**src/assert_macros.svh**
```systemverilog
// assertion helpers shared by the rtl
`ifndef ASSERT_MACROS_SVH
`define ASSERT_MACROS_SVH

`ifndef SYNTHESIS

// property that must hold at every rising clock edge out of reset
`define ASSERT_PROP(lbl, clk, rst_n, prop) \
    lbl: assert property (@(posedge clk) disable iff (!(rst_n)) (prop)) \
        else $error("assertion failed");

// expression that must never be true out of reset
`define ASSERT_NEVER(lbl, clk, rst_n, expr) \
    lbl: assert property (@(posedge clk) disable iff (!(rst_n)) !(expr)) \
        else $error("forbidden condition seen");

`else

`define ASSERT_PROP(lbl, clk, rst_n, prop)
`define ASSERT_NEVER(lbl, clk, rst_n, expr)

`endif

`endif

```
**src/ufr_pkg.sv**
```systemverilog
`timescale 1ns / 1ps

package ufr_pkg;

    // frame geometry
    localparam int BODY_LEN = 96;
    localparam int POS_W    = 7;

    typedef logic [POS_W-1:0] t_pos;

    localparam t_pos POS_SYNC1 = t_pos'(0);
    localparam t_pos POS_SYNC2 = t_pos'(1);
    localparam t_pos POS_BODY0 = t_pos'(2);
    localparam t_pos POS_CKA   = t_pos'(BODY_LEN + 2);
    localparam t_pos POS_CKB   = t_pos'(BODY_LEN + 3);

    // configuration port
    localparam int CFG_IDX_W  = 1;
    localparam int CFG_DATA_W = 8;

    localparam logic [CFG_IDX_W-1:0] CFG_SYNC_FIRST  = 1'b0;
    localparam logic [CFG_IDX_W-1:0] CFG_SYNC_SECOND = 1'b1;

    localparam logic [7:0] SYNC_FIRST_RST  = 8'hB5;
    localparam logic [7:0] SYNC_SECOND_RST = 8'h62;

    // parser state carried from byte to byte
    typedef struct packed {
        t_pos       pos;
        logic [7:0] sum_a;
        logic [7:0] sum_b;
    } t_parse_state;

    // one result word
    typedef struct packed {
        logic       body_valid;
        logic [7:0] body_index;
        logic [7:0] body_byte;
        logic       frame_end;
        logic       frame_ok;
    } t_result;

endpackage

```
**src/ufr_rx_if.sv**
```systemverilog
`timescale 1ns / 1ps

interface ufr_rx_if;
    logic       valid;
    logic       ready;
    logic [7:0] rx_byte;

    modport source (output valid, output rx_byte, input ready);
    modport sink   (input valid, input rx_byte, output ready);
endinterface

```
**src/ufr_res_if.sv**
```systemverilog
`timescale 1ns / 1ps

interface ufr_res_if;
    logic       valid;
    logic       ready;
    logic       body_valid;
    logic [7:0] body_index;
    logic [7:0] body_byte;
    logic       frame_end;
    logic       frame_ok;

    modport source (
        output valid, output body_valid, output body_index, output body_byte,
        output frame_end, output frame_ok, input ready
    );
    modport sink (
        input valid, input body_valid, input body_index, input body_byte,
        input frame_end, input frame_ok, output ready
    );
endinterface

```
**src/ufr_step.sv**
```systemverilog
`timescale 1ns / 1ps

module ufr_step
    import ufr_pkg::*;
(
    input  t_parse_state i_state,
    input  logic [7:0]   i_byte,
    input  logic [7:0]   i_sync_first,
    input  logic [7:0]   i_sync_second,
    output t_parse_state o_state,
    output t_result      o_result
);

    t_pos       pos_eff;
    logic [7:0] sum_a_add;
    logic [7:0] sum_b_add;

    // a position past the check b slot behaves as hunting
    assign pos_eff = (i_state.pos > POS_CKB) ? POS_SYNC1 : i_state.pos;

    // fletcher running sums for a body byte
    assign sum_a_add = i_state.sum_a + i_byte;
    assign sum_b_add = i_state.sum_b + sum_a_add;

    // frame tracking and result word
    always_comb begin
        o_state  = i_state;
        o_result = '0;
        if (pos_eff == POS_SYNC1) begin
            o_state.pos = (i_byte == i_sync_first) ? POS_SYNC2 : POS_SYNC1;
        end else if (pos_eff == POS_SYNC2) begin
            if (i_byte == i_sync_second) begin
                o_state.sum_a = '0;
                o_state.sum_b = '0;
                o_state.pos   = POS_BODY0;
            end else begin
                o_state.pos = POS_SYNC1;
            end
        end else if (pos_eff < POS_CKA) begin
            o_result.body_valid = 1'b1;
            o_result.body_index = 8'({1'b0, pos_eff} - {1'b0, POS_BODY0});
            o_result.body_byte  = i_byte;
            o_state.sum_a       = sum_a_add;
            o_state.sum_b       = sum_b_add;
            o_state.pos         = pos_eff + t_pos'(1);
        end else if (pos_eff == POS_CKA) begin
            if (i_byte != i_state.sum_a) begin
                o_result.frame_end = 1'b1;
                o_state.pos        = POS_SYNC1;
            end else begin
                o_state.pos = POS_CKB;
            end
        end else begin
            o_result.frame_end = 1'b1;
            o_result.frame_ok  = (i_byte == i_state.sum_b);
            o_state.pos        = POS_SYNC1;
        end
    end

endmodule

```
**src/ubx_frame_receiver.sv**
```systemverilog
`timescale 1ns / 1ps

// Receives serial bytes, one byte per word on i_rx_if, and gives exactly one
// result word per byte on o_res_if: body bytes with their index, and a
// frame-end word with the checksum verdict after a failing first or a second
// check byte. It takes one byte every clock cycle unless the output stalls,
// as the position counter and the two 8-bit running sums update per byte; a
// byte is registered on entry and its result in the result register, and a
// stalled output still lets one more byte into the input register. The user
// must set the preamble bytes via the write port (index 0 first sync byte,
// index 1 second) only while no byte is in flight, unenforced by the block.
`include "assert_macros.svh"

module ubx_frame_receiver
    import ufr_pkg::*;
(
    input  logic                  i_clk,
    input  logic                  i_rst_n,
    input  logic                  i_cfg_we,
    input  logic [CFG_IDX_W-1:0]  i_cfg_idx,
    input  logic [CFG_DATA_W-1:0] i_cfg_data,
    ufr_rx_if.sink                i_rx_if,
    ufr_res_if.source             o_res_if
);

    logic         r_in_valid;
    logic [7:0]   r_in_byte;
    logic         r_out_valid;
    t_result      r_out;
    t_parse_state r_state;
    logic [7:0]   r_sync_first;
    logic [7:0]   r_sync_second;

    t_parse_state n_state;
    t_result      n_out;
    logic         advance;
    logic         in_ready;

    // handshake: result register frees when empty or taken
    assign advance  = !r_out_valid || o_res_if.ready;
    assign in_ready = !r_in_valid || advance;
    assign i_rx_if.ready = in_ready;

    // configuration registers
    always_ff @(posedge i_clk) begin
        if (!i_rst_n) begin
            r_sync_first  <= SYNC_FIRST_RST;
            r_sync_second <= SYNC_SECOND_RST;
        end else if (i_cfg_we) begin
            case (i_cfg_idx)
                CFG_SYNC_FIRST:  r_sync_first  <= i_cfg_data;
                CFG_SYNC_SECOND: r_sync_second <= i_cfg_data;
                default: ;
            endcase
        end
    end

    // input register
    always_ff @(posedge i_clk) begin
        if (!i_rst_n) begin
            r_in_valid <= 1'b0;
        end else if (in_ready) begin
            r_in_valid <= i_rx_if.valid;
        end
    end

    always_ff @(posedge i_clk) begin
        if (in_ready && i_rx_if.valid) begin
            r_in_byte <= i_rx_if.rx_byte;
        end
    end

    // per-byte parse step
    ufr_step u_step (
        .i_state       (r_state),
        .i_byte        (r_in_byte),
        .i_sync_first  (r_sync_first),
        .i_sync_second (r_sync_second),
        .o_state       (n_state),
        .o_result      (n_out)
    );

    // parser state, updated as a byte moves into the result register
    always_ff @(posedge i_clk) begin
        if (!i_rst_n) begin
            r_state <= '0;
        end else if (advance && r_in_valid) begin
            r_state <= n_state;
        end
    end

    // result register
    always_ff @(posedge i_clk) begin
        if (!i_rst_n) begin
            r_out_valid <= 1'b0;
        end else if (advance) begin
            r_out_valid <= r_in_valid;
        end
    end

    always_ff @(posedge i_clk) begin
        if (advance && r_in_valid) begin
            r_out <= n_out;
        end
    end

    // output word
    assign o_res_if.valid      = r_out_valid;
    assign o_res_if.body_valid = r_out.body_valid;
    assign o_res_if.body_index = r_out.body_index;
    assign o_res_if.body_byte  = r_out.body_byte;
    assign o_res_if.frame_end  = r_out.frame_end;
    assign o_res_if.frame_ok   = r_out.frame_ok;

    // checks on the parser
    `ASSERT_NEVER(a_pos_range, i_clk, i_rst_n, r_state.pos > POS_CKB)
    `ASSERT_NEVER(a_body_and_end, i_clk, i_rst_n, r_out_valid && r_out.body_valid && r_out.frame_end)
    `ASSERT_PROP(a_ok_needs_end, i_clk, i_rst_n, (r_out_valid && r_out.frame_ok) |-> r_out.frame_end)
    `ASSERT_PROP(a_index_range, i_clk, i_rst_n, (r_out_valid && r_out.body_valid) |-> (r_out.body_index < 8'(BODY_LEN)))

endmodule

```
**src/flat_wrapper.sv**
```systemverilog
// flat-port wrapper written by rule: the top's interface ports become plain ports
module ubx_frame_receiver_flat import ufr_pkg::*;
  (i_clk, i_rst_n, i_cfg_we, i_cfg_idx, i_cfg_data, i_rx_if_valid, i_rx_if_rx_byte, i_rx_if_ready, o_res_if_valid, o_res_if_body_valid, o_res_if_body_index, o_res_if_body_byte, o_res_if_frame_end, o_res_if_frame_ok, o_res_if_ready);
  ufr_rx_if i_rx_if_i ();
  ufr_res_if o_res_if_i ();
  input  logic i_clk;
  input  logic i_rst_n;
  input  logic i_cfg_we;
  input  logic [CFG_IDX_W-1:0] i_cfg_idx;
  input  logic [CFG_DATA_W-1:0] i_cfg_data;
  input wire logic [$bits(i_rx_if_i.valid)-1:0] i_rx_if_valid;
  input wire logic [$bits(i_rx_if_i.rx_byte)-1:0] i_rx_if_rx_byte;
  output wire logic [$bits(i_rx_if_i.ready)-1:0] i_rx_if_ready;
  output wire logic [$bits(o_res_if_i.valid)-1:0] o_res_if_valid;
  output wire logic [$bits(o_res_if_i.body_valid)-1:0] o_res_if_body_valid;
  output wire logic [$bits(o_res_if_i.body_index)-1:0] o_res_if_body_index;
  output wire logic [$bits(o_res_if_i.body_byte)-1:0] o_res_if_body_byte;
  output wire logic [$bits(o_res_if_i.frame_end)-1:0] o_res_if_frame_end;
  output wire logic [$bits(o_res_if_i.frame_ok)-1:0] o_res_if_frame_ok;
  input wire logic [$bits(o_res_if_i.ready)-1:0] o_res_if_ready;
  assign i_rx_if_i.valid = i_rx_if_valid;
  assign i_rx_if_i.rx_byte = i_rx_if_rx_byte;
  assign i_rx_if_ready = i_rx_if_i.ready;
  assign o_res_if_valid = o_res_if_i.valid;
  assign o_res_if_body_valid = o_res_if_i.body_valid;
  assign o_res_if_body_index = o_res_if_i.body_index;
  assign o_res_if_body_byte = o_res_if_i.body_byte;
  assign o_res_if_frame_end = o_res_if_i.frame_end;
  assign o_res_if_frame_ok = o_res_if_i.frame_ok;
  assign o_res_if_i.ready = o_res_if_ready;
  ubx_frame_receiver u_core (.i_clk(i_clk), .i_rst_n(i_rst_n), .i_cfg_we(i_cfg_we), .i_cfg_idx(i_cfg_idx), .i_cfg_data(i_cfg_data), .i_rx_if(i_rx_if_i), .o_res_if(o_res_if_i));
endmodule
```
**config.mk**
```make
export PLATFORM = sky130hd
export DESIGN_NAME = ubx_frame_receiver_flat
export DESIGN_NICKNAME = d
export VERILOG_FILES = /design/src/ufr_pkg.sv /design/src/ufr_rx_if.sv /design/src/ufr_res_if.sv /design/src/ufr_step.sv /design/src/ubx_frame_receiver.sv /design/src/flat_wrapper.sv
export VERILOG_INCLUDE_DIRS = /design/src /design/src/src
export SDC_FILE = /design/constraint.sdc
export NUM_CORES = 1
export LEC_CHECK = 0
export ABC_AREA = 1
export BUFFER_PORTS_ARGS = -buffer_cell sky130_fd_sc_hd__buf_2
export CORE_AREA = 2 2 93 95
export CTS_BUF_LIST = sky130_fd_sc_hd__clkbuf_4 sky130_fd_sc_hd__clkbuf_8 sky130_fd_sc_hd__clkbuf_16
export CTS_CLUSTER_SIZE = 16
export DETAILED_ROUTE_END_ITERATION = 12
export DIE_AREA = 0 0 95 97
export PLACE_DENSITY_LB_ADDON = 0.1
export SLEW_MARGIN = 10
export SYNTH_ARGS = -nofsm -noshare
export SYNTH_HDL_FRONTEND = slang
export SYNTH_HIERARCHICAL = 1
export SYNTH_SLANG_ARGS = --single-unit
export TNS_END_PERCENT = 10
```
**constraint.sdc**
```tcl
create_clock -name i_clk -period 2.9 [get_ports i_clk]
set_input_delay 0.29 -clock i_clk [delete_from_list [all_inputs] [get_ports i_clk]]
set_output_delay 0.29 -clock i_clk [all_outputs]
set_load 0.03 [all_outputs]
```
; ---- After elaboration in Yosys (flattened, before gate mapping)
; Index checks and enable logic that the tools add are counted.
[op_classes]
n_addsub = 4
magnitude_cmp = 2
n_eq_ne = 7
mux = 13
bitwise_logic = 3
reduce_logical = 15
[op_table]
columns = operator, count
row1 = 2-to-1 mux 7 bit, 5
row2 = 2-to-1 mux 16 bit, 2
row3 = equality test 8 bit, 3
row4 = 2-to-1 mux 23 bit, 1
row5 = 2-to-1 mux 17 bit, 1
row6 = adder 8 bit, 2
row7 = inequality test 8 bit, 1
row8 = "subtractor 7 x 2 -> 8 bit, second input constant", 1
row9 = "adder 7 x 1 -> 7 bit, second input constant", 1
row10 = "equality test 7 x 1 -> 1 bit, second input constant", 1
row11 = "equality test 7 bit, second input constant", 1
row12 = "> comparator 7 bit, second input constant", 1
row13 = logical NOT 7 bit, 1
row14 = "< comparator 7 bit, second input constant", 1
row15 = OR reduction 3 bit, 2
row16 = AND reduction 2 bit, 2
row17 = AND reduction 4 bit, 1
row18 = OR reduction 4 bit, 1
row19 = 2-to-1 mux 1 bit, 3
row20 = inverter 1 bit, 3
row21 = logical AND 1 bit, 2
row22 = logical NOT 1 bit, 2
row23 = logical OR 1 bit, 2
row24 = 2-to-1 mux 2 bit, 1
row25 = 3 further kinds, 3
[word_totals]
register_bits = 68
inputBits = 22
out_inout_bits = 21
wordCells = 57

; ---- Depth between registers and ports, before layout
; Gate-level depths: netlist of run 1.
[depth]
word_depth = 7
ltp_mapped = 25
ltp_nobuf = 25

; ---- By module
; Netlist of run 1, hierarchy kept.
[by_module_without_submodules]
columns = module, n_inst, cells_each, area_per_inst_um2
row1 = ubx_frame_receiver, 1, 261, 2532.4
row2 = ufr_step, 1, 299, 1773.0

; ---- Worst setup path after synthesis of run 1
; Ideal clock, no wire load.
[synth_timing]
kind = register -> register
start = register u_core.r_in_byte[0]
end = register u_core/r_state[7] in the netlist's numbering
setup_ns = 0.115
t_arrival_ns = 2.793
required_time_ns = 2.785
setup_slack_ns = -0.008
stages_incl_launch_ff = 24
path_buffers = 0
cell_sequence = edfxtp_1 > ha_1 > fa_1 > nand3_1 > nand2_1 > nand2_1 > nand2_1 > a21oi_1 > xnor2_1 > ha_1 > a21oi_1 > nand2_1 > a21oi_1 > nand3_1 > nand2_1 > nand2_1 > nand2_1 > nand2_1 > nand2_1 > inv_1 > inv_1 > nand3_1 > nand2_1 > nor2_1
[synth_via]
elab_chain_cells = 4
[synth_rtl]
columns = item, line
row1 = from (decl), ubx_frame_receiver.sv:27  ; logic [7:0] r_in_byte;
row2 = from (signal assigned), ubx_frame_receiver.sv:69  ; r_in_byte <= i_rx_if.rx_byte;
row3 = adder 8 bit, ufr_step.sv:22  ; assign sum_a_add = i_state.sum_a + i_byte;
row4 = adder 8 bit, ufr_step.sv:23  ; assign sum_b_add = i_state.sum_b + sum_a_add;
row5 = 2-to-1 mux 16 bit, ufr_step.sv:39  ; end else if (pos_eff < POS_CKA) begin
row6 = 2-to-1 mux 23 bit, ufr_step.sv:31  ; end else if (pos_eff == POS_SYNC2) begin
row7 = to (signal assigned), ubx_frame_receiver.sv:88  ; r_state <= n_state;
row8 = to (decl), ubx_frame_receiver.sv:30  ; t_parse_state r_state;
; Several ways; a longest one is shown, not always the timed one. The select of a mux whose other input is x is not followed.
; A chain may end at the register's enable or synchronous reset.

; ---- Worst setup path after layout of run 1
; Ends and elaborated chain as after synthesis.

==> out/qor.txt, run 1 <==
Worst setup EP type - register
Clk Latency, worst-skew pair - 0.35 ns
post-route minimum period - 3.01 ns
hold-fix buffers at CTS - 0
max_slew headroom - 0.495
global-route wire length before repair - 16300 um
IO Port Bufs - 42
share of cells above drive strength 1 - 0.248
hold crit path type - in2reg
crit path max fanout - 3
number of diodes - 0
Die W - 95 um
worst path buffer plus inverter count - 3
syn nets - 604
Root Driver - clkbuf_8
Mapped Area - 4310 um^2
RSZ-0062 raised after global routing - yes
sequential area share after synthesis - 0.379
Slew @ Worst Pin - 0.756 ns
Post-Route Skew - 0.0121 ns
largest net degree at the start of global routing - 41
Worst VDD drop - 0.330 mV
most common cell after layout, fill and taps aside - nand2_1
vias per cell - 5.14
placed insts - 705
clk slew on worst S/H paths - 0.08 ns
PnR worst setup slack - -0.109 ns
cell area power density - 563 nW/um^2
register bit total from synthesis - 68
CP peak stage delay - 0.43 ns
final hold vios - 0
die area - 9220 um^2
Synth Area per Inst - 7.69 um^2
fin. max-slew vios - 0
CTS H-tree depth - 3
Total Routing Usage GR - 0.224
WHS - 0.111 ns
clk sinks - 68
Max clock buf depth - 2
final instance count without filler cells - 726
post-route clock period utilization - 1.04
final setup vio count - 1
count of cell types in the netlist - 36
die height - 97 um
Layout area overhead - 16.6%
data arrival time of the critical path - 3.25 ns
total CTS buffers - 9
f_max - 0.332 GHz
cell with the most instances on the worst path - nand2_1
power consumption - 2830 uW
vias - 3734
Core ar. - 8130 um^2
CTS tree - done
mean routed wirelength per cell - 13.7 um
gr ovfl total - 0
vias in the first global route - 3419
Post-Syn Instances - 560
run status - finished, violations left
commonest non-fill, non-tap cells in the layout - nand2_1, nor2_1, inv_1
failing checks - negative setup slack
Synth warnings - 6
Final GP Congestion - 0.833
Cell Rows - 33
worst path required time - 3.14 ns
IO Pins - 43
DR DRC count - 0
post-route antenna net violation count - 0
CP top delay family - simple AND/OR/NAND/NOR gates
initial core utilization - 0.529
WS Path Type - reg2reg
antenna violations before repair - 0
Final #Nets - 660
First-pass DRT Iterations - 5
Lkg Pwr - 0.00236 uW
dpl hpwl - 6940 um
max-cap violations - 0
crit path launch type - register
final WL - 9960 um
Detailed Route Iter0 Violations - 163
Slowest-stage cell, CP - edfxtp_1
==> sequential cells by signal, summed over array words and instances (netlist names), 8 cells and up <==
register                    cells
u_core/r_in_byte                8
u_core/r_sync_second            8
u_core/o_res_if.body_byte       8
u_core/r_state                 23
u_core/o_res_if.body_index      8
u_core/r_sync_first             8
==> worst paths after layout <==
check | endpoint | slack (ns) | cells after the start | from
worst max-delay path | u_core/r_state[7] | -0.11 | 25 | u_core/r_in_byte[0]
worst min-delay path | u_core/r_in_byte[2] | 0.11 | 1 | i_rx_if_rx_byte[2]
worst max register to register | u_core/r_state[7] | -0.11 | 25 | u_core/r_in_byte[0]
worst min register to register | u_core/r_state[17] | 0.50 | 2 | u_core/r_state[17]
==> metal layers <==
| layer | GRT usage | vias up | share of wire |
|---|---|---|---|
| met5 | 0 | - | 0 |
| met4 | 0.0814 | 0 | 0.020 |
| met3 | 0.0389 | 16 | 0.046 |
| met2 | 0.356 | 106 | 0.48 |
| met1 | 0.302 | 1714 | 0.46 |
| li1 | - | 1898 | - |
==> Yosys cell counts <==
| cell | instances | share of area |
|---|---|---|
| a21oi_4 | 2 | 0.0076 |
| inv_4 | 1 | 0.0015 |
| nand3_2 | 10 | 0.023 |
| a21oi_1 | 38 | 0.044 |
| inv_2 | 2 | 0.0017 |
| nor4_1 | 2 | 0.0029 |
| buf_2 | 6 | 0.0070 |
| dfxtp_1 | 41 | 0.19 |
| clkbuf_1 | 3 | 0.0026 |
| fa_1 | 2 | 0.0093 |
| buf_6 | 6 | 0.016 |
| o21ai_0 | 11 | 0.013 |
| or2_2 | 7 | 0.010 |
| nor2_8 | 1 | 0.0046 |
| buf_8 | 1 | 0.0035 |
| nand3_4 | 2 | 0.0081 |
| xnor2_1 | 9 | 0.018 |
| nor2_2 | 1 | 0.0015 |
| nor3_2 | 1 | 0.0023 |
| nand4_1 | 4 | 0.0058 |
| nand2_4 | 2 | 0.0052 |
| o21ai_1 | 3 | 0.0035 |
| nor3_1 | 5 | 0.0058 |
| edfxtp_1 | 27 | 0.19 |
| nand2_1 | 118 | 0.10 |
| clkinv_2 | 1 | 0.0012 |
| nand2_2 | 17 | 0.025 |
| inv_1 | 67 | 0.058 |
| buf_4 | 2 | 0.0035 |
| nand3_1 | 42 | 0.049 |
| a31oi_1 | 2 | 0.0029 |
| xor2_1 | 22 | 0.045 |
| nand3b_1 | 2 | 0.0035 |
| nor2_4 | 3 | 0.0078 |
| nor2_1 | 77 | 0.067 |
| ha_1 | 20 | 0.058 |
==> kinds of logic (layout without fill, tap and decap cells) <==
| family | count (synthesis) | after routing | synth area share |
|---|---|---|---|
| buffers and inverters | 89 | 150 | 0.0950 |
| AOI/OAI and AO/OA | 56 | 56 | 0.0709 |
| adders and majority gates | 22 | 22 | 0.0674 |
| xor gates and xnor gates | 31 | 31 | 0.0631 |
| and+or+nand+nor | 294 | 294 | 0.325 |
| DFF | 68 | 68 | 0.379 |
==> final cells by class <==
cell class | count | area [um^2]
clock buffer | 9 | 124
clock inverter | 7 | 75.1
fill | 743 | 3120
inverter | 71 | 270
multi-input combinational | 403 | 2410
sequential | 68 | 1630
tap | 105 | 131
timing repair buffer | 63 | 380
==> where the power goes <==
| part | internal, uW | switching, uW | total, uW | leakage, uW |
|---|---|---|---|---|
| combinational | 351 | 545 | 896 | 0.00166 |
| clock | 401 | 393 | 794 | 0.000104 |
| sequential | 1080 | 59.3 | 1140 | 0.000599 |
| total | 1830 | 997 | 2830 | 0.00236 |
==> metrics by stage <==
step | setup TNS (ns) | util | setup slack, ns | area (um^2)
after global routing | -0.496 | 0.617 | -0.315 | 5020
after detailed placement | -0.162 | 0.571 | -0.162 | 4650
after floorplan | 0 | - | 0.0143 | 4310
after global placement | -0.00441 | 0.571 | -0.00441 | 4650
final | -0.109 | 0.617 | -0.109 | 5020
after CTS | -0.0708 | 0.599 | -0.0708 | 4870
==> repair_timing <==
| action | CTS | global route |
|---|---|---|
| setup buffers | 1 | 4 |
| endpoints found under the setup margin | 1 | 5 |
| pin swaps | 2 | 16 |
| gates resized for setup | 5 | 22 |
No activity file was read; power rests on OpenSTA's default activity.
==> run 2, diff against run 1 <==
==> constraint.sdc (replaced) <==
create_clock -name i_clk -period 2.45 [get_ports i_clk]
set_input_delay 0.245 -clock i_clk [delete_from_list [all_inputs] [get_ports i_clk]]
set_output_delay 0.245 -clock i_clk [all_outputs]
set_load 0.03 [all_outputs]
==> out/qor.txt, run 2 (synthesis gave the netlist of run 1 again) <==
Layout area overhead - 20.6%
gr ovfl total - 0 (unchanged)
CTS tree - done
final WL - 9970 um (+0.17%)
sequential group share of total power - 0.392 (-0.010)
fin. max-slew vios - 0 (unchanged)
total CTS buffers - 9 (unchanged)
Root Driver - clkbuf_8
f_max - 0.337 GHz (+1.5%)
clk slew on worst S/H paths - 0.08 ns (about the same)
Cell Rows - 33 (unchanged)
Worst VDD drop - 0.375 mV (+13%)
dpl hpwl - 6970 um (+0.53%)
power consumption - 3400 uW (+20%)
clk sinks - 68 (unchanged)
First-pass DRT Iterations - 5 (unchanged)
failing checks - negative setup slack
data arrival time of the critical path - 3.21 ns (-0.04 ns)
crit path launch type - register
Final #Nets - 684 (+3.6%)
max reg flops - 23 (unchanged)
most common cell after layout, fill and taps aside - nand2_1
share of cells above drive strength 1 - 0.273 (+0.0249)
die height - 97 um (unchanged)
final setup vio count - 5 (+4)
crit path max fanout - 3 (unchanged)
vias in the first global route - 3730 (+9.1%)
CTS H-tree depth - 3 (unchanged)
global-route wire length before repair - 17200 um (+5.6%)
post-route antenna net violation count - 0 (unchanged)
cell with the most instances on the worst path - nand2_1
number of diodes - 0 (unchanged)
minimum setup slack after placement - -0.563 ns (-0.400 ns)
Detailed Route Iter0 Violations - 167 (+2.5%)
commonest non-fill, non-tap cells in the layout - nand2_1, nor2_1, inv_1
hold crit path type - in2reg
WS Path Type - reg2reg
internal power - 2220 uW (+22%)
IO Pins - 43 (unchanged)
RSZ-0062 raised after global routing - yes
final hold vios - 0 (unchanged)
worst path required time - 2.70 ns (-0.44 ns)
Final GP Congestion - 0.897 (+7.6%)
vias per cell - 5.06 (-1.6%)
Reg with most FFs - u_core/r_state
die area - 9220 um^2 (unchanged)
PnR worst setup slack - -0.516 ns (-0.407 ns)
vias - 3797 (+1.7%)
largest net degree at the start of global routing - 48 (+17%)
run status - finished, violations left
sw power - 1180 uW (+18%)
IO Port Bufs - 42 (unchanged)
Lkg Pwr - 0.00248 uW (+5.1%)
Post-Route Skew - 0.00812 ns (-0.00401 ns)
mean routed wirelength per cell - 13.3 um (-3.0%)
DR DRC count - 0 (unchanged)
hold-fix buffers at CTS - 0 (unchanged)
Total Routing Usage GR - 0.235 (+0.0117)
final core utilization - 0.638 (+0.0212)
Clock Power Share - 0.279 (-0.002)
Slew @ Worst Pin - 0.794 ns (+0.0377 ns)
CP peak stage delay - 0.43 ns (about the same)
cell area power density - 656 nW/um^2 (+16%)
Comb power frac - 0.329 (+0.012)
max-cap violations - 0 (unchanged)
Clk Latency, worst-skew pair - 0.35 ns (about the same)
Max clock buf depth - 2 (unchanged)
setup TNS - -1.54 ns (-1.43 ns)
max_slew headroom - 0.471 (-0.0244)
post-route clock period utilization - 1.21 (+0.173)
Worst setup EP type - register
post-route minimum period - 2.97 ns (-0.0434 ns)
initial core utilization - 0.529 (unchanged)
switching fraction of total power - 0.347 (-0.00574)
Die W - 95 um (unchanged)
antenna violations before repair - 0 (unchanged)
Core ar. - 8130 um^2 (unchanged)
Slowest-stage cell, CP - edfxtp_1
==> run 2: cell types whose count changed in the layout (fill, tap and decap cells not counted), moves of 2 or more <==
cell	change
nand2_1	+3
buf_4	+25
clkbuf_8	+2
nand2_2	-3
==> run 2: area by class of cell <==
class	instances	area [um^2]
clock buffers	12	176
well taps	105	131
fillers	733	2940
inverters	71	270
flip-flops and latches	68	1630
multi-input cells	403	2400
repair buffers	87	548
clock inverters	4	28.8
==> run 2: through the flow <==
step / instances / instance area (um^2) / hold WS (ns)
6_report: 750 / 5190 / 0.0619
5_1_grt: 750 / 5190 / 0.0407
4_1_cts: 749 / 5120 / 0.0467
3_5_place_dp: 729 / 4830 / 0.423
3_3_place_gp: 729 / 4830 / 0.422
2_1_floorplan: 560 / 4320 / 0.344
==> run 2: worst paths after layout <==
| check | from | cells past startpoint | end | slack [ns] |
|---|---|---|---|---|
| setup / recovery | u_core/r_in_byte[0] | 25 | u_core/r_state[7] | -0.52 |
| hold / removal | i_rx_if_rx_byte[5] | 1 | u_core/r_in_byte[5] | 0.06 |
| hold reg to reg | u_core/r_state[16] | 2 | u_core/r_state[16] | 0.49 |
| setup reg to reg | u_core/r_in_byte[0] | 25 | u_core/r_state[7] | -0.52 |
==> run 2: worst max-delay path: cells and delay by family (launching register included) <==
kind,cells,cell delay [ns]
AOI/OAI and AO/OA,2,0.27
xor gates and xnor gates,1,0.17
adders and majority gates,3,0.80
buffers and inverters,3,0.11
DFF,1,0.43
and+or+nand+nor,16,1.05
==> run 2: metal layers <==
layer / part of all wire / routed length [um] / track usage / vias up
met5: 0 / 0 / 0 / -
li1: - / - / - / 1946
met4: 0.016 / 161 / 0.0747 / 0
met1: 0.46 / 4570 / 0.304 / 1740
met3: 0.050 / 498 / 0.0483 / 14
met2: 0.48 / 4740 / 0.391 / 97
==> run 2: repair_timing <==
item,CTS,global route
gates cloned,0,0
setup endpoints to repair,5,15
resized for setup,12,11
pin swaps,14,12
setup buffers,4,1
==> run 2: power by group through the flow <==
stage          registers, uW  logic (uW)  clock network [uW]
5_1_grt                 1350        1250                1020
6_report                1340        1120                 950
4_1_cts                 1330        1090                 971
3_5_place_dp            1360        1030                   0
3_3_place_gp            1360        1010                   0
2_1_floorplan           1410         713                   0
==> run 3, diff against run 2 <==
--- a/config.mk
+++ b/config.mk
@@ -7,7 +7,7 @@
 export NUM_CORES = 1
 export LEC_CHECK = 0
 export ABC_AREA = 1
-export BUFFER_PORTS_ARGS = -buffer_cell sky130_fd_sc_hd__buf_2
+export BUFFER_PORTS_ARGS = -buffer_cell sky130_fd_sc_hd__clkbuf_2
 export CORE_AREA = 2 2 93 95
 export CTS_BUF_LIST = sky130_fd_sc_hd__clkbuf_4 sky130_fd_sc_hd__clkbuf_8 sky130_fd_sc_hd__clkbuf_16
 export CTS_CLUSTER_SIZE = 16
==> out/qor.txt, run 3 (synthesis gave the netlist of run 1 again) <==
run status - finished, violations left
failing checks - negative setup slack
crit path max fanout - 3 (unchanged)
die area - 9220 um^2 (unchanged)
final setup vio count - 5 (unchanged)
CTS tree - done
final instance area - 5200 um^2 (+0.19%)
hold-fix buffers at CTS - 0 (unchanged)
clk sinks - 68 (unchanged)
Cell Rows - 33 (unchanged)
global-route wire length before repair - 16600 um (-3.1%)
Die W - 95 um (unchanged)
commonest non-fill, non-tap cells in the layout - nand2_1, nor2_1, inv_1
share of cells above drive strength 1 - 0.276 (+0.00353)
IO Port Bufs - 42 (unchanged)
Worst setup EP type - register
total CTS buffers - 9 (unchanged)
vias in the first global route - 3622 (-2.9%)
IO Pins - 43 (unchanged)
max_slew headroom - 0.423 (-0.0477)
CTS H-tree depth - 3 (unchanged)
Final GP Congestion - 0.903 (+0.72%)
Slew @ Worst Pin - 0.865 ns (+0.0716 ns)
Layout area overhead - 20.8%
data arrival time of the critical path - 3.32 ns (+0.11 ns)
most common cell after layout, fill and taps aside - nand2_1
antenna violations before repair - 0 (unchanged)
hold crit path type - in2reg
die height - 97 um (unchanged)
largest net degree at the start of global routing - 48 (unchanged)
vias - 3779 (-0.47%)
fin. max-slew vios - 0 (unchanged)
post-route minimum period - 3.07 ns (+0.102 ns)
cell area power density - 654 nW/um^2 (-0.24%)
max reg flops - 23 (unchanged)
Detailed Route Iter0 Violations - 175 (+4.8%)
final hold vios - 0 (unchanged)
number of diodes - 0 (unchanged)
Clk Latency, worst-skew pair - 0.35 ns (about the same)
Worst VDD drop - 0.452 mV (+21%)
Root Driver - clkbuf_8
First-pass DRT Iterations - 4 (-1)
vias per cell - 5.05 (-0.34%)
Reg with most FFs - u_core/r_state
dpl hpwl - 7060 um (+1.2%)
final WL - 9980 um (about the same)
WHS - 0.0602 ns (-0.00171 ns)
f_max - 0.326 GHz (-3.3%)
crit path launch type - register
gr ovfl total - 0 (unchanged)
post-route clock period utilization - 1.25 (+0.0417)
Core ar. - 8130 um^2 (unchanged)
clk slew on worst S/H paths - 0.08 ns (about the same)
Post-Route Skew - 0.0128 ns (+0.00466 ns)
Final #Nets - 683 (-0.15%)
initial core utilization - 0.529 (unchanged)
dpl cell area - 4830 um^2 (unchanged)
worst path required time - 2.70 ns (about the same)
Max clock buf depth - 2 (unchanged)
DR DRC count - 0 (unchanged)
RSZ-0062 raised after global routing - yes
mean routed wirelength per cell - 13.3 um (+0.15%)
PnR worst setup slack - -0.618 ns (-0.102 ns)
Total Routing Usage GR - 0.226 (-0.00934)
post-route antenna net violation count - 0 (unchanged)
max-cap violations - 0 (unchanged)
Lkg Pwr - 0.00249 uW (+0.28%)
WS Path Type - reg2reg
run 3: cell count changes in the layout (fill, tap and decap cells not counted), sizes merged:
cell    previous run  this run
buf               87        44
clkinv             4         2
clkbuf            12        54
inv               71        73
run 3: per-layer routing:
metal / wire, um / global-route usage
met5: 0 / 0
met3: 385 / 0.0397
met2: 4820 / 0.371
met1: 4670 / 0.305
met4: 97 / 0.0613
run 3: power by group:
| group | internal [uW] | leakage [uW] | switching [uW] |
|---|---|---|---|
| clock | 488 | 0.000109 | 454 |
| combinational | 460 | 0.00178 | 664 |
| sequential | 1280 | 0.000599 | 62.8 |
run 3: final cells by class:
type,count,area (um^2)
inverter,71,270
tap,105,131
clock buffer,12,176
fill,724,2930
multi-input combinational,403,2420
clock inverter,4,26.3
sequential,68,1630
timing repair buffer,86,541
run 3: per-stage QoR:
| step | TNS (ns) | instances | worst slack (ns) | power [uW] | util |
|---|---|---|---|---|---|
| floorplan | -0.403 | 560 | -0.366 | 2120 | - |
| global placement | -0.950 | 729 | -0.407 | 2360 | 0.594 |
| detailed placement | -1.39 | 729 | -0.593 | 2390 | 0.594 |
| CTS | -1.38 | 745 | -0.550 | 3340 | 0.623 |
| global route | -2.90 | 749 | -0.888 | 3620 | 0.639 |
| finish | -1.83 | 749 | -0.618 | 3400 | 0.639 |
run 3: worst paths after layout:
| path | end | depth (start not counted) | start | slack [ns] |
|---|---|---|---|---|
| worst min register to register | u_core/r_state[16] | 2 | u_core/r_state[16] | 0.49 |
| worst min-delay path | u_core/r_in_byte[1] | 1 | i_rx_if_rx_byte[1] | 0.06 |
| worst max register to register | u_core/r_state[7] | 25 | u_core/r_in_byte[0] | -0.62 |
| worst max-delay path | u_core/r_state[7] | 25 | u_core/r_in_byte[0] | -0.62 |
run 3: critical path, stage by stage, from the launching register on:
cell,delay (ns)
edfxtp_1,0.43
ha_4,0.19
fa_2,0.38
nand3_2,0.09
nand2_2,0.06
nand2_2,0.09
nand2_2,0.07
a21oi_4,0.17
xnor2_2,0.17
ha_4,0.27
nand2_4,0.08
inv_2,0.04
nand2_2,0.06
nand2_2,0.05
a21oi_2,0.11
nand3_1,0.08
nand2_1,0.08
nand2_1,0.05
nand2_1,0.06
nand2_1,0.04
nand2_1,0.06
inv_1,0.04
inv_1,0.04
nand3_1,0.07
nand2_1,0.11
nor2_1,0.07
run 3: timing repair:
action	4_1_cts	5_1_grt
resized for setup	4	24
pin swaps	2	14
endpoints found under the setup margin	6	15
setup buffers	0	4
cloned	0	0
